`config.mk`:
```
export PLATFORM = sky130hd
export DESIGN_NAME = two_fragment_packet_reassembler_flat
export DESIGN_NICKNAME = d
export VERILOG_FILES = /design/src/hw/rtl/tfr_pkg.sv /design/src/hw/rtl/tfr_if.sv /design/src/hw/rtl/tfr_ram.sv /design/src/hw/rtl/tfr_ctrl.sv /design/src/hw/rtl/tfr_out.sv /design/src/hw/rtl/two_fragment_packet_reassembler.sv /design/src/flat_wrapper.sv
export VERILOG_INCLUDE_DIRS = /design/src /design/src/hw/rtl
export SDC_FILE = /design/constraint.sdc
export NUM_CORES = 2
export LEC_CHECK = 0
export BUFFER_PORTS_ARGS = -buffer_cell sky130_fd_sc_hd__buf_2
export CORE_ASPECT_RATIO = 0.6
export CORE_UTILIZATION = 40
export CTS_CLUSTER_SIZE = 16
export DETAILED_ROUTE_END_ITERATION = 8
export GPL_ROUTABILITY_DRIVEN = 0
export GPL_TIMING_DRIVEN = 1
export SETUP_SLACK_MARGIN = 0.15
export SYNTH_ARGS = -nofsm -noshare
export SYNTH_HDL_FRONTEND = slang
export SYNTH_SLANG_ARGS = --single-unit
```
`constraint.sdc`:
```
create_clock -name clk -period 6.7 [get_ports clk]
set_input_delay 0.67 -clock clk [delete_from_list [all_inputs] [get_ports clk]]
set_output_delay 0.67 -clock clk [all_outputs]
set_load 0.02 [all_outputs]
```
`src/hw/rtl/assert_macros.svh`:
```
// ----------------------------------------------------------------------------
// assert_macros.svh
// Concurrent assertion helpers shared by the RTL; ASSERT_OFF removes them.
// ----------------------------------------------------------------------------
`ifndef ASSERT_MACROS_SVH
`define ASSERT_MACROS_SVH
`ifndef ASSERT_OFF
// property checked at every rising edge outside reset
`define ASSERT_CLK(label, clk, rst, prop, msg) \
  label: assert property (@(posedge clk) disable iff (rst) (prop)) else $error(msg);
// expression that must never be true outside reset
`define ASSERT_NEVER(label, clk, rst, expr, msg) \
  label: assert property (@(posedge clk) disable iff (rst) !(expr)) else $error(msg);
`else
`define ASSERT_CLK(label, clk, rst, prop, msg)
`define ASSERT_NEVER(label, clk, rst, expr, msg)
`endif
`endif

```
`src/hw/rtl/tfr_pkg.sv`:
```
// ----------------------------------------------------------------------------
// tfr_pkg
// Shared constants, codes and types of the two-fragment packet reassembler.
// ----------------------------------------------------------------------------
package tfr_pkg;

  localparam int BUFFER_BYTES_DEF = 512;
  localparam int SEQ_SHIFT        = 4;

  localparam int STATUS_W  = 3;
  localparam int LEN_W     = 10;
  localparam int SEQ_W     = 4;
  localparam int BYTE_W    = 8;
  localparam int RIDX_W    = 9;
  localparam int MASK_W    = 4;
  localparam int CFG_IDX_W = 1;
  localparam int CFG_DAT_W = 10;

  // result status codes
  localparam logic [STATUS_W-1:0] ST_TAKEN    = 3'd0;
  localparam logic [STATUS_W-1:0] ST_HELD     = 3'd1;
  localparam logic [STATUS_W-1:0] ST_COMPLETE = 3'd2;
  localparam logic [STATUS_W-1:0] ST_BAD      = 3'd3;
  localparam logic [STATUS_W-1:0] ST_OVERFLOW = 3'd4;
  localparam logic [STATUS_W-1:0] ST_SMALL    = 3'd5;
  localparam logic [STATUS_W-1:0] ST_READ     = 3'd6;

  // opcodes
  localparam logic OP_PUSH = 1'b0;
  localparam logic OP_READ = 1'b1;

  // register indexes
  localparam logic [CFG_IDX_W-1:0] CFG_CAPACITY = 1'd0;
  localparam logic [CFG_IDX_W-1:0] CFG_MASK     = 1'd1;

  localparam logic [LEN_W-1:0]  CAPACITY_RST = 10'd512;
  localparam logic [MASK_W-1:0] MASK_RST     = 4'd1;

  typedef struct packed {
    logic              opcode;
    logic [BYTE_W-1:0] air_byte;
    logic              end_of_packet;
    logic [RIDX_W-1:0] read_index;
  } tfr_req_t;

  // result fields leaving the update logic; rd_hit selects store data
  typedef struct packed {
    logic [STATUS_W-1:0] status;
    logic [LEN_W-1:0]    payload_length;
    logic [SEQ_W-1:0]    packet_sequence;
    logic                rd_hit;
  } tfr_stage_t;

endpackage

```
`src/hw/rtl/tfr_if.sv`:
```
// ----------------------------------------------------------------------------
// tfr_if
// Valid/ready channels: request beats, result beats and register writes.
// ----------------------------------------------------------------------------
interface tfr_req_if;
  import tfr_pkg::*;
  logic              valid;
  logic              ready;
  logic              opcode;
  logic [BYTE_W-1:0] air_byte;
  logic              end_of_packet;
  logic [RIDX_W-1:0] read_index;
  modport source (output valid, opcode, air_byte, end_of_packet, read_index,
                  input ready);
  modport sink   (input valid, opcode, air_byte, end_of_packet, read_index,
                  output ready);
endinterface

interface tfr_rsp_if;
  import tfr_pkg::*;
  logic                valid;
  logic                ready;
  logic [STATUS_W-1:0] status;
  logic [LEN_W-1:0]    payload_length;
  logic [SEQ_W-1:0]    packet_sequence;
  logic [BYTE_W-1:0]   read_data;
  modport source (output valid, status, payload_length, packet_sequence, read_data,
                  input ready);
  modport sink   (input valid, status, payload_length, packet_sequence, read_data,
                  output ready);
endinterface

interface tfr_cfg_if;
  import tfr_pkg::*;
  logic                 valid;
  logic                 ready;
  logic [CFG_IDX_W-1:0] index;
  logic [CFG_DAT_W-1:0] data;
  modport source (output valid, index, data, input ready);
  modport sink   (input valid, index, data, output ready);
endinterface

```
`src/hw/rtl/tfr_ram.sv`:
```
// ----------------------------------------------------------------------------
// tfr_ram
// Generic single-write, single-read RAM with registered read data.
// ----------------------------------------------------------------------------
module tfr_ram #(
  parameter int WIDTH = 8,
  parameter int DEPTH = 512
) (
  input  logic                     clk,
  input  logic                     we,
  input  logic [$clog2(DEPTH)-1:0] waddr,
  input  logic [WIDTH-1:0]         wdata,
  input  logic                     re,
  input  logic [$clog2(DEPTH)-1:0] raddr,
  output logic [WIDTH-1:0]         rdata
);

  logic [WIDTH-1:0] mem [DEPTH];

  always_ff @(posedge clk) begin
    if (we) begin
      mem[waddr] <= wdata;
    end
    if (re) begin
      rdata <= mem[raddr];
    end
  end

endmodule

```
`src/hw/rtl/tfr_ctrl.sv`:
```
// ----------------------------------------------------------------------------
// tfr_ctrl
// Packet tracking, fragment bookkeeping and store addressing for each beat.
// ----------------------------------------------------------------------------
module tfr_ctrl #(
  parameter int BUFFER_BYTES = tfr_pkg::BUFFER_BYTES_DEF
) (
  input  logic                            clk,
  input  logic                            rst,
  input  logic                            fire,
  input  tfr_pkg::tfr_req_t               req,
  input  logic                            cfg_we,
  input  logic [tfr_pkg::CFG_IDX_W-1:0]   cfg_index,
  input  logic [tfr_pkg::CFG_DAT_W-1:0]   cfg_data,
  output tfr_pkg::tfr_stage_t             stage,
  output logic                            ram_we,
  output logic [$clog2(BUFFER_BYTES)-1:0] ram_waddr,
  output logic [tfr_pkg::BYTE_W-1:0]      ram_wdata,
  output logic                            ram_re,
  output logic [$clog2(BUFFER_BYTES)-1:0] ram_raddr
);
  import tfr_pkg::*;

  localparam int AW = $clog2(BUFFER_BYTES);
  localparam int LW = $clog2(BUFFER_BYTES + 1);
  localparam int PW = $clog2(BUFFER_BYTES + 2);
  localparam int WW = (PW + 1 > LEN_W) ? PW + 1 : LEN_W;

  logic [LW-1:0]     held_length, held_length_next;
  logic [SEQ_W-1:0]  held_sequence, held_sequence_next;
  logic              held_valid, held_valid_next;
  logic [BYTE_W-1:0] current_header, current_header_next;
  logic [PW-1:0]     packet_position, packet_position_next;
  logic [LW-1:0]     write_offset, write_offset_next;
  logic              overflowed, overflowed_next;
  logic [LW-1:0]     completed_length, completed_length_next;
  logic [LEN_W-1:0]  output_capacity;
  logic [MASK_W-1:0] split_mask;

  logic              split_new, appends_new, split_cur, appends_cur;
  logic [SEQ_W-1:0]  seq_new, seq_cur;
  logic [WW-1:0]     addr_w, total_w, ridx_w;
  logic [PW-1:0]     pos_inc;
  logic              addr_ok, ov_now;

  assign seq_new     = req.air_byte[SEQ_SHIFT +: SEQ_W];
  assign seq_cur     = current_header[SEQ_SHIFT +: SEQ_W];
  assign split_new   = |(req.air_byte[MASK_W-1:0] & split_mask);
  assign split_cur   = |(current_header[MASK_W-1:0] & split_mask);
  assign appends_new = split_new && held_valid && (held_sequence == seq_new);
  assign appends_cur = split_cur && held_valid && (held_sequence == seq_cur);

  assign addr_w  = WW'(write_offset) + WW'(packet_position) - WW'(1);
  assign addr_ok = addr_w < WW'(BUFFER_BYTES);
  assign ov_now  = overflowed || !addr_ok;
  // position saturates one past the store so addresses stay out of range
  assign pos_inc = (WW'(packet_position) <= WW'(BUFFER_BYTES)) ?
                   packet_position + PW'(1) : packet_position;
  assign total_w = WW'(write_offset) + WW'(pos_inc) - WW'(1);
  assign ridx_w  = WW'(req.read_index);

  always_comb begin
    held_length_next      = held_length;
    held_sequence_next    = held_sequence;
    held_valid_next       = held_valid;
    current_header_next   = current_header;
    packet_position_next  = packet_position;
    write_offset_next     = write_offset;
    overflowed_next       = overflowed;
    completed_length_next = completed_length;
    stage                 = '0;
    stage.status          = ST_TAKEN;

    if (req.opcode == OP_READ) begin
      stage.status         = ST_READ;
      stage.payload_length = LEN_W'(completed_length);
      stage.rd_hit         = (ridx_w < WW'(completed_length)) &&
                             (ridx_w < WW'(BUFFER_BYTES));
    end else if (packet_position == '0) begin
      // header beat
      current_header_next   = req.air_byte;
      completed_length_next = '0;
      overflowed_next       = 1'b0;
      write_offset_next     = appends_new ? held_length : '0;
      packet_position_next  = PW'(1);
      if (req.end_of_packet) begin
        stage.status          = ST_BAD;
        stage.packet_sequence = seq_new;
        held_valid_next       = 1'b0;
        held_length_next      = '0;
        held_sequence_next    = '0;
        packet_position_next  = '0;
      end
    end else begin
      overflowed_next      = ov_now;
      packet_position_next = pos_inc;
      if (req.end_of_packet) begin
        stage.packet_sequence = seq_cur;
        packet_position_next  = '0;
        priority if (ov_now) begin
          stage.status       = ST_OVERFLOW;
          held_valid_next    = 1'b0;
          held_length_next   = '0;
          held_sequence_next = '0;
        end else if (!split_cur || appends_cur) begin
          held_valid_next      = 1'b0;
          held_length_next     = '0;
          held_sequence_next   = '0;
          stage.payload_length = LEN_W'(total_w);
          if (total_w > WW'(output_capacity)) begin
            stage.status = ST_SMALL;
          end else begin
            stage.status          = ST_COMPLETE;
            completed_length_next = LW'(total_w);
          end
        end else begin
          held_length_next     = LW'(total_w);
          held_sequence_next   = seq_cur;
          held_valid_next      = 1'b1;
          stage.status         = ST_HELD;
          stage.payload_length = LEN_W'(total_w);
        end
      end
    end
  end

  assign ram_we    = fire && (req.opcode == OP_PUSH) && (packet_position != '0) && addr_ok;
  assign ram_waddr = AW'(addr_w);
  assign ram_wdata = req.air_byte;
  assign ram_re    = fire && (req.opcode == OP_READ);
  assign ram_raddr = AW'(req.read_index);

  always_ff @(posedge clk) begin
    if (rst) begin
      held_length      <= '0;
      held_sequence    <= '0;
      held_valid       <= 1'b0;
      current_header   <= '0;
      packet_position  <= '0;
      write_offset     <= '0;
      overflowed       <= 1'b0;
      completed_length <= '0;
    end else if (fire) begin
      held_length      <= held_length_next;
      held_sequence    <= held_sequence_next;
      held_valid       <= held_valid_next;
      current_header   <= current_header_next;
      packet_position  <= packet_position_next;
      write_offset     <= write_offset_next;
      overflowed       <= overflowed_next;
      completed_length <= completed_length_next;
    end
  end

  always_ff @(posedge clk) begin
    if (rst) begin
      output_capacity <= CAPACITY_RST;
      split_mask      <= MASK_RST;
    end else if (cfg_we) begin
      unique case (cfg_index)
        CFG_CAPACITY: output_capacity <= cfg_data[LEN_W-1:0];
        CFG_MASK:     split_mask      <= cfg_data[MASK_W-1:0];
        default:      ;
      endcase
    end
  end

endmodule

```
`src/hw/rtl/tfr_out.sv`:
```
// ----------------------------------------------------------------------------
// tfr_out
// Store-read stage and result register; sets the request-side ready.
// ----------------------------------------------------------------------------
`include "assert_macros.svh"

module tfr_out (
  input  logic                       clk,
  input  logic                       rst,
  input  logic                       fire,
  input  tfr_pkg::tfr_stage_t        stage,
  input  logic [tfr_pkg::BYTE_W-1:0] ram_rdata,
  output logic                       in_ready,
  tfr_rsp_if.source                  rsp
);
  import tfr_pkg::*;

  tfr_stage_t        s1;
  logic              s1_valid;
  logic              s1_move;
  logic              out_valid;
  tfr_stage_t        out_fields;
  logic [BYTE_W-1:0] out_rdata;

  // store data for s1 stays on the RAM output until s1 moves on
  assign s1_move  = !out_valid || rsp.ready;
  assign in_ready = !s1_valid || s1_move;

  always_ff @(posedge clk) begin
    if (rst) begin
      s1_valid  <= 1'b0;
      out_valid <= 1'b0;
    end else begin
      if (fire) begin
        s1_valid <= 1'b1;
      end else if (s1_move) begin
        s1_valid <= 1'b0;
      end
      if (s1_move) begin
        out_valid <= s1_valid;
      end
    end
  end

  always_ff @(posedge clk) begin
    if (fire) begin
      s1 <= stage;
    end
    if (s1_move) begin
      out_fields <= s1;
      out_rdata  <= s1.rd_hit ? ram_rdata : '0;
    end
  end

  assign rsp.valid           = out_valid;
  assign rsp.status          = out_fields.status;
  assign rsp.payload_length  = out_fields.payload_length;
  assign rsp.packet_sequence = out_fields.packet_sequence;
  assign rsp.read_data       = out_rdata;

  `ASSERT_CLK(a_s1_hold, clk, rst, s1_valid && !s1_move |=> s1_valid && $stable(s1),
              "stalled read stage changed")
  `ASSERT_CLK(a_rdata_zero, clk, rst,
              out_valid && (out_fields.status != ST_READ) |-> out_rdata == '0,
              "read data on a non-read result")
  `ASSERT_CLK(a_taken_quiet, clk, rst,
              out_valid && (out_fields.status == ST_TAKEN) |->
              (out_fields.payload_length == '0) && (out_fields.packet_sequence == '0),
              "byte-taken result carries length or sequence")

endmodule

```
`src/hw/rtl/two_fragment_packet_reassembler.sv`:
```
// ----------------------------------------------------------------------------
// two_fragment_packet_reassembler
// Joins received packets of up to two fragments and serves payload reads.
// ----------------------------------------------------------------------------
// Usage:
//   req : one beat per received byte (opcode push) or per payload read
//         (opcode read, read_index). The first pushed byte of a packet is
//         its header; end_of_packet marks the last byte.
//   rsp : exactly one result beat per request beat, in order.
//   cfg : register writes (index 0 output_capacity, 1 split_mask), always
//         ready; write only while no request is in flight.
// From request beat to result beat, a request passes the read stage,
// where the payload store read is registered, then the result register.
// Throughput is one beat per cycle while rsp is ready: a byte push is one
// store write, a read is one store read, never both at once.
// When rsp stalls, one more request is taken into the read stage, then
// req.ready drops until the result register empties.
// Reset (rst, synchronous) clears the packet tracker and pending fragment
// and restores the register defaults; the store is left as is, since no
// read reaches past the completed length.
// ----------------------------------------------------------------------------
module two_fragment_packet_reassembler #(
  parameter int BUFFER_BYTES = tfr_pkg::BUFFER_BYTES_DEF
) (
  input logic       clk,
  input logic       rst,
  tfr_req_if.sink   req,
  tfr_rsp_if.source rsp,
  tfr_cfg_if.sink   cfg
);
  import tfr_pkg::*;

  localparam int AW = $clog2(BUFFER_BYTES);

  tfr_req_t          req_s;
  tfr_stage_t        stage;
  logic              fire;
  logic              in_ready;
  logic              ram_we, ram_re;
  logic [AW-1:0]     ram_waddr, ram_raddr;
  logic [BYTE_W-1:0] ram_wdata, ram_rdata;

  assign req.ready = in_ready;
  assign fire      = req.valid && in_ready;
  assign cfg.ready = 1'b1;

  assign req_s.opcode        = req.opcode;
  assign req_s.air_byte      = req.air_byte;
  assign req_s.end_of_packet = req.end_of_packet;
  assign req_s.read_index    = req.read_index;

  // header, position and fragment tracking; computes the result fields
  tfr_ctrl #(
    .BUFFER_BYTES(BUFFER_BYTES)
  ) u_ctrl (
    .clk       (clk),
    .rst       (rst),
    .fire      (fire),
    .req       (req_s),
    .cfg_we    (cfg.valid),
    .cfg_index (cfg.index),
    .cfg_data  (cfg.data),
    .stage     (stage),
    .ram_we    (ram_we),
    .ram_waddr (ram_waddr),
    .ram_wdata (ram_wdata),
    .ram_re    (ram_re),
    .ram_raddr (ram_raddr)
  );

  // shared payload store: fragments land at their final offsets
  tfr_ram #(
    .WIDTH(BYTE_W),
    .DEPTH(BUFFER_BYTES)
  ) u_store (
    .clk   (clk),
    .we    (ram_we),
    .waddr (ram_waddr),
    .wdata (ram_wdata),
    .re    (ram_re),
    .raddr (ram_raddr),
    .rdata (ram_rdata)
  );

  tfr_out u_out (
    .clk       (clk),
    .rst       (rst),
    .fire      (fire),
    .stage     (stage),
    .ram_rdata (ram_rdata),
    .in_ready  (in_ready),
    .rsp       (rsp)
  );

endmodule
```
`src/flat_wrapper.sv`:
```
// flat-port wrapper written by rule: the top's interface ports become plain ports
module two_fragment_packet_reassembler_flat import tfr_pkg::*;
#(
  parameter int BUFFER_BYTES = tfr_pkg::BUFFER_BYTES_DEF
)
  (clk, rst, req_valid, req_opcode, req_air_byte, req_end_of_packet, req_read_index, req_ready, rsp_valid, rsp_status, rsp_payload_length, rsp_packet_sequence, rsp_read_data, rsp_ready, cfg_valid, cfg_index, cfg_data, cfg_ready);
  tfr_req_if req_i ();
  tfr_rsp_if rsp_i ();
  tfr_cfg_if cfg_i ();
  input logic clk;
  input logic rst;
  input wire logic [$bits(req_i.valid)-1:0] req_valid;
  input wire logic [$bits(req_i.opcode)-1:0] req_opcode;
  input wire logic [$bits(req_i.air_byte)-1:0] req_air_byte;
  input wire logic [$bits(req_i.end_of_packet)-1:0] req_end_of_packet;
  input wire logic [$bits(req_i.read_index)-1:0] req_read_index;
  output wire logic [$bits(req_i.ready)-1:0] req_ready;
  output wire logic [$bits(rsp_i.valid)-1:0] rsp_valid;
  output wire logic [$bits(rsp_i.status)-1:0] rsp_status;
  output wire logic [$bits(rsp_i.payload_length)-1:0] rsp_payload_length;
  output wire logic [$bits(rsp_i.packet_sequence)-1:0] rsp_packet_sequence;
  output wire logic [$bits(rsp_i.read_data)-1:0] rsp_read_data;
  input wire logic [$bits(rsp_i.ready)-1:0] rsp_ready;
  input wire logic [$bits(cfg_i.valid)-1:0] cfg_valid;
  input wire logic [$bits(cfg_i.index)-1:0] cfg_index;
  input wire logic [$bits(cfg_i.data)-1:0] cfg_data;
  output wire logic [$bits(cfg_i.ready)-1:0] cfg_ready;
  assign req_i.valid = req_valid;
  assign req_i.opcode = req_opcode;
  assign req_i.air_byte = req_air_byte;
  assign req_i.end_of_packet = req_end_of_packet;
  assign req_i.read_index = req_read_index;
  assign req_ready = req_i.ready;
  assign rsp_valid = rsp_i.valid;
  assign rsp_status = rsp_i.status;
  assign rsp_payload_length = rsp_i.payload_length;
  assign rsp_packet_sequence = rsp_i.packet_sequence;
  assign rsp_read_data = rsp_i.read_data;
  assign rsp_i.ready = rsp_ready;
  assign cfg_i.valid = cfg_valid;
  assign cfg_i.index = cfg_index;
  assign cfg_i.data = cfg_data;
  assign cfg_ready = cfg_i.ready;
  two_fragment_packet_reassembler #(.BUFFER_BYTES(BUFFER_BYTES)) u_core (.clk(clk), .rst(rst), .req(req_i), .rsp(rsp_i), .cfg(cfg_i));
endmodule
```
==> results.md <==
* Max Freq at 0.1658 GHz
* Clock Pin Slew Worst Setup and Hold Paths at 0.07 ns
* Port Buf Inserts at 61
* Largest buffer count on any clock path at 4
* Initial antenna violation count at 41
* Status: finished with violations
* Largest family of logic cells by synthesized area: multiplexers
* Register area share after synthesis at 75.97%
* Critical path arrival at 6.83 ns
* Post-Route WL at 478200 um
* Core Rows at 182
* I/O pin cnt at 63
* Nets@finish at 8584
* Commonest cells in the netlist: edfxtp_1 (4147), mux4_2 (981), nor2_1 (643), mux2i_1 (263), clkbuf_1 (180)
* Die Area at 417100 um^2
* Complex-gate fraction of the synthesized area at 2.932%
* CTS tree: done
* Share of cells above drive strength 1 at 24.89%
* Fin crit share at 90.04%
* Synth Area in Adders at 0.4620%
* Post-Syn Nets at 8147
* First-pass GRT wire length at 664400 um
* Top-count cell post-synth: edfxtp_1
* Required @ worst endpoint at 7.50 ns
* CP Launch Type: register
* WL/cell at 33.44 um
* Hold_ws at 0.08605 ns
* Final Non-Filler Cells at 14299
* Leakage at 57.82 nW
* Critical path class: reg2reg
* Routed vias/inst at 6.097
* Mux contribution to synthesized area at 15.67%
* Htree depth at 5
* Drt pass-1 iters at 7
* Worst-Skew Late Latency at 0.93 ns
* RSZ-0062 raised after global routing: no
* Max Slew Vio Count at 0
* Vias after detailed routing at 87180
* Area contributors post-synth: edfxtp_1 (75%), mux4_2 (13%), mux2i_1 (1.6%)
* Peak supply drop at 0.0002112 V
* Largest net degree at the start of global routing at 197
* Area occupied by multi-input gates at 36840 um^2
* Max Cap Viol at 1
* Dominant cell type by area after synthesis: edfxtp_1
* Core area at 411000 um^2
* Final Core Density at 45.28%
* Ys async rst share at 0%
* GRT overflow at 0
* Yosys warning total at 0
* Detailed placer's ending HPWL at 301700 um
* Total Power at 52.98 mW
* Post-Place Cells at 13630
* Fin crit period at 6.033 ns
* Post-synth EDFFs at 4147
* Number of synthesized register bits at 4217
* Failing checks: capacitance limit
* Setup WS pre-CTS at 0.5907 ns
* Initial Util at 40.33%
* Distinct cell type count after synthesis at 81
* Reg area at 125900 um^2
* Clock Sinks at 4217
* Mean post-synth cell area at 20.59 um^2
* Final-layout fill cell count at 34263
* PD cells at 284.7 nW/um^2
* Clock buffer count from CTS at 364
* Root buffer cell: clkbuf_16
* Worst relative slew slack at 0.3863%
* Worst min path class: in2reg
* Top FF cell, synth: edfxtp_1
* Worst-margin pin slew at 1.457 ns
* Tot GR Track Use at 22.45%
* Simple-Gate Fraction of Synth Area at 2.862%
* Die height at 500.6 um
* Initial DRC Count at 14280
* Layout Skew at 0.03797 ns
* ANT nets after route at 0
* Placed cell areas at 174500 um^2
* Final worst slack at 0.6674 ns
* Vias in the first global route at 83651
* Area grow syn2layout at 12.27%
* CP Max Fanout at 21
* Synthesized area at 165800 um^2
* Mapped Cells at 8052
* Post-route setup TNS at 0 ns
* Xor and xnor area share after synthesis at 0.1902%
* Design Area, Final at 186100 um^2
* DRC Markers at 0
* Count of final hold-check violations at 0
* Crit path capture type: register
* Die X-Extent at 833.1 um
* Synth top area share at 75.13%
* Final setup viols at 0
==> layer usage <==
metal	part of all wire (%)	routed length [um]	global-route usage, %	vias to the layer above
li1	-	-	-	34128
met4	2.5	11720	4.999	22
met3	13	64150	7.142	720
met5	0.029	137	0	-
met1	43	205900	35.21	46686
met2	41	196300	30.36	5624
==> layout by cell type, fill, tap and decap left out, types with 12 or more instances in the layout <==
cell	count
a31oi_1	14
a21oi_1	179
o22ai_1	50
clkinv_1	71
a22oi_1	51
clkbuf_16	372
nand3b_1	15
a211oi_1	25
buf_12	40
mux4_2	981
buf_2	48
buf_4	441
nor2_1	634
diode_2	13
clkbuf_1	78
edfxtp_1	4147
dlygate4sd3_1	12
dfxtp_1	70
nand4_1	34
bufinv_16	31
mux2i_1	263
o21ai_0	156
a221oi_1	42
nor4_1	15
nand2_1	162
nor3_1	29
xor2_1	12
o211ai_1	14
clkinv_2	64
ha_1	58
nand3_1	70
o221ai_1	70
nor2b_1	19
nand2b_1	26
mux2_2	106
xnor2_1	22
inv_1	84
a21o_1	15
a22o_1	34
==> repair_timing <==
item | 4_1_cts | 5_1_grt
hold buffers | 12 | 0
endpoints found under the hold margin | 13 | 0
setup buffers | 0 | 0
resized for setup | 0 | 1
endpoints found under the setup margin | 0 | 11
==> path summary, 6_finish.rpt <==
kind / start / end / slack, ns / cells after the start
min reg2reg: u_core.u_out.s1[10] / u_core.u_out.rsp.payload_length[5] / 0.42 / 0
min: cfg_index / u_core.u_ctrl.split_mask[1] / 0.09 / 3
max: u_core.u_ctrl.packet_position[0] / u_core.u_ctrl.completed_length[8] / 0.67 / 24
max reg2reg: u_core.u_ctrl.packet_position[0] / u_core.u_ctrl.completed_length[8] / 0.67 / 24
==> power by group <==
| group | internal, mW | switching [mW] |
|---|---|---|
| Clock | 11.4 | 9.66 |
| Sequential | 29.0 | 0.0188 |
| Combinational | 0.932 | 2.01 |
| Total | 41.3 | 11.7 |
==> area by class of cell <==
class | count | share of cell area [%]
Antenna cell | 13 | 0.01748
Clock buffer | 450 | 5.159
Clock inverter | 193 | 0.9789
Inverter | 87 | 0.1809
Multi-Input combinational cell | 3267 | 19.79
Sequential cell | 4217 | 67.67
Tap cell | 5520 | 3.711
Timing Repair Buffer | 552 | 2.491
==> cells by family (layout without fill, tap and decap cells) <==
kind of cell,after synthesis,in the layout
compound gates,732,732
xor+xnor,36,36
fa+ha+maj,60,60
buf+inv,568,1282
flops,4217,4217
mux,1352,1352
other cells,1,14
simple gates,1086,1086
==> critical path, cell delays in order (launching register included) <==
cell,delay (ns)
dfxtp_1,0.36
inv_1,0.17
ha_1,0.17
nor4b_1,0.32
nand2_1,0.25
nand2_1,0.20
mux2i_1,0.26
ha_1,0.15
inv_1,0.04
ha_1,0.20
fa_1,0.46
a21o_1,0.20
a21oi_1,0.22
o21ai_0,0.18
a2111oi_0,0.46
nor3_1,0.13
xor2_1,0.36
ha_1,0.33
o21a_1,0.11
o32ai_1,0.11
a31o_2,0.19
o211ai_1,0.12
or4_4,0.57
nand3b_1,0.15
o221ai_1,0.15
==> sequential cells by signal, indices dropped and copies added (netlist names), 3 cells and up <==
name                              flops
u_core.u_store.mem                 4096
u_core.u_out.s1                      18
u_core.u_ctrl.completed_length       10
u_core.u_ctrl.held_length            10
u_core.u_ctrl.output_capacity        10
u_core.u_ctrl.packet_position        10
u_core.u_ctrl.write_offset           10
u_core.u_out.rsp.payload_length      10
u_core.u_ctrl.current_header          8
u_core.u_out.rsp.read_data            8
u_core.u_store.rdata                  8
u_core.u_ctrl.held_sequence           4
u_core.u_ctrl.split_mask              4
u_core.u_out.rsp.packet_sequence      4
u_core.u_out.rsp.status               3
Power figures use the tool's default switching activity.
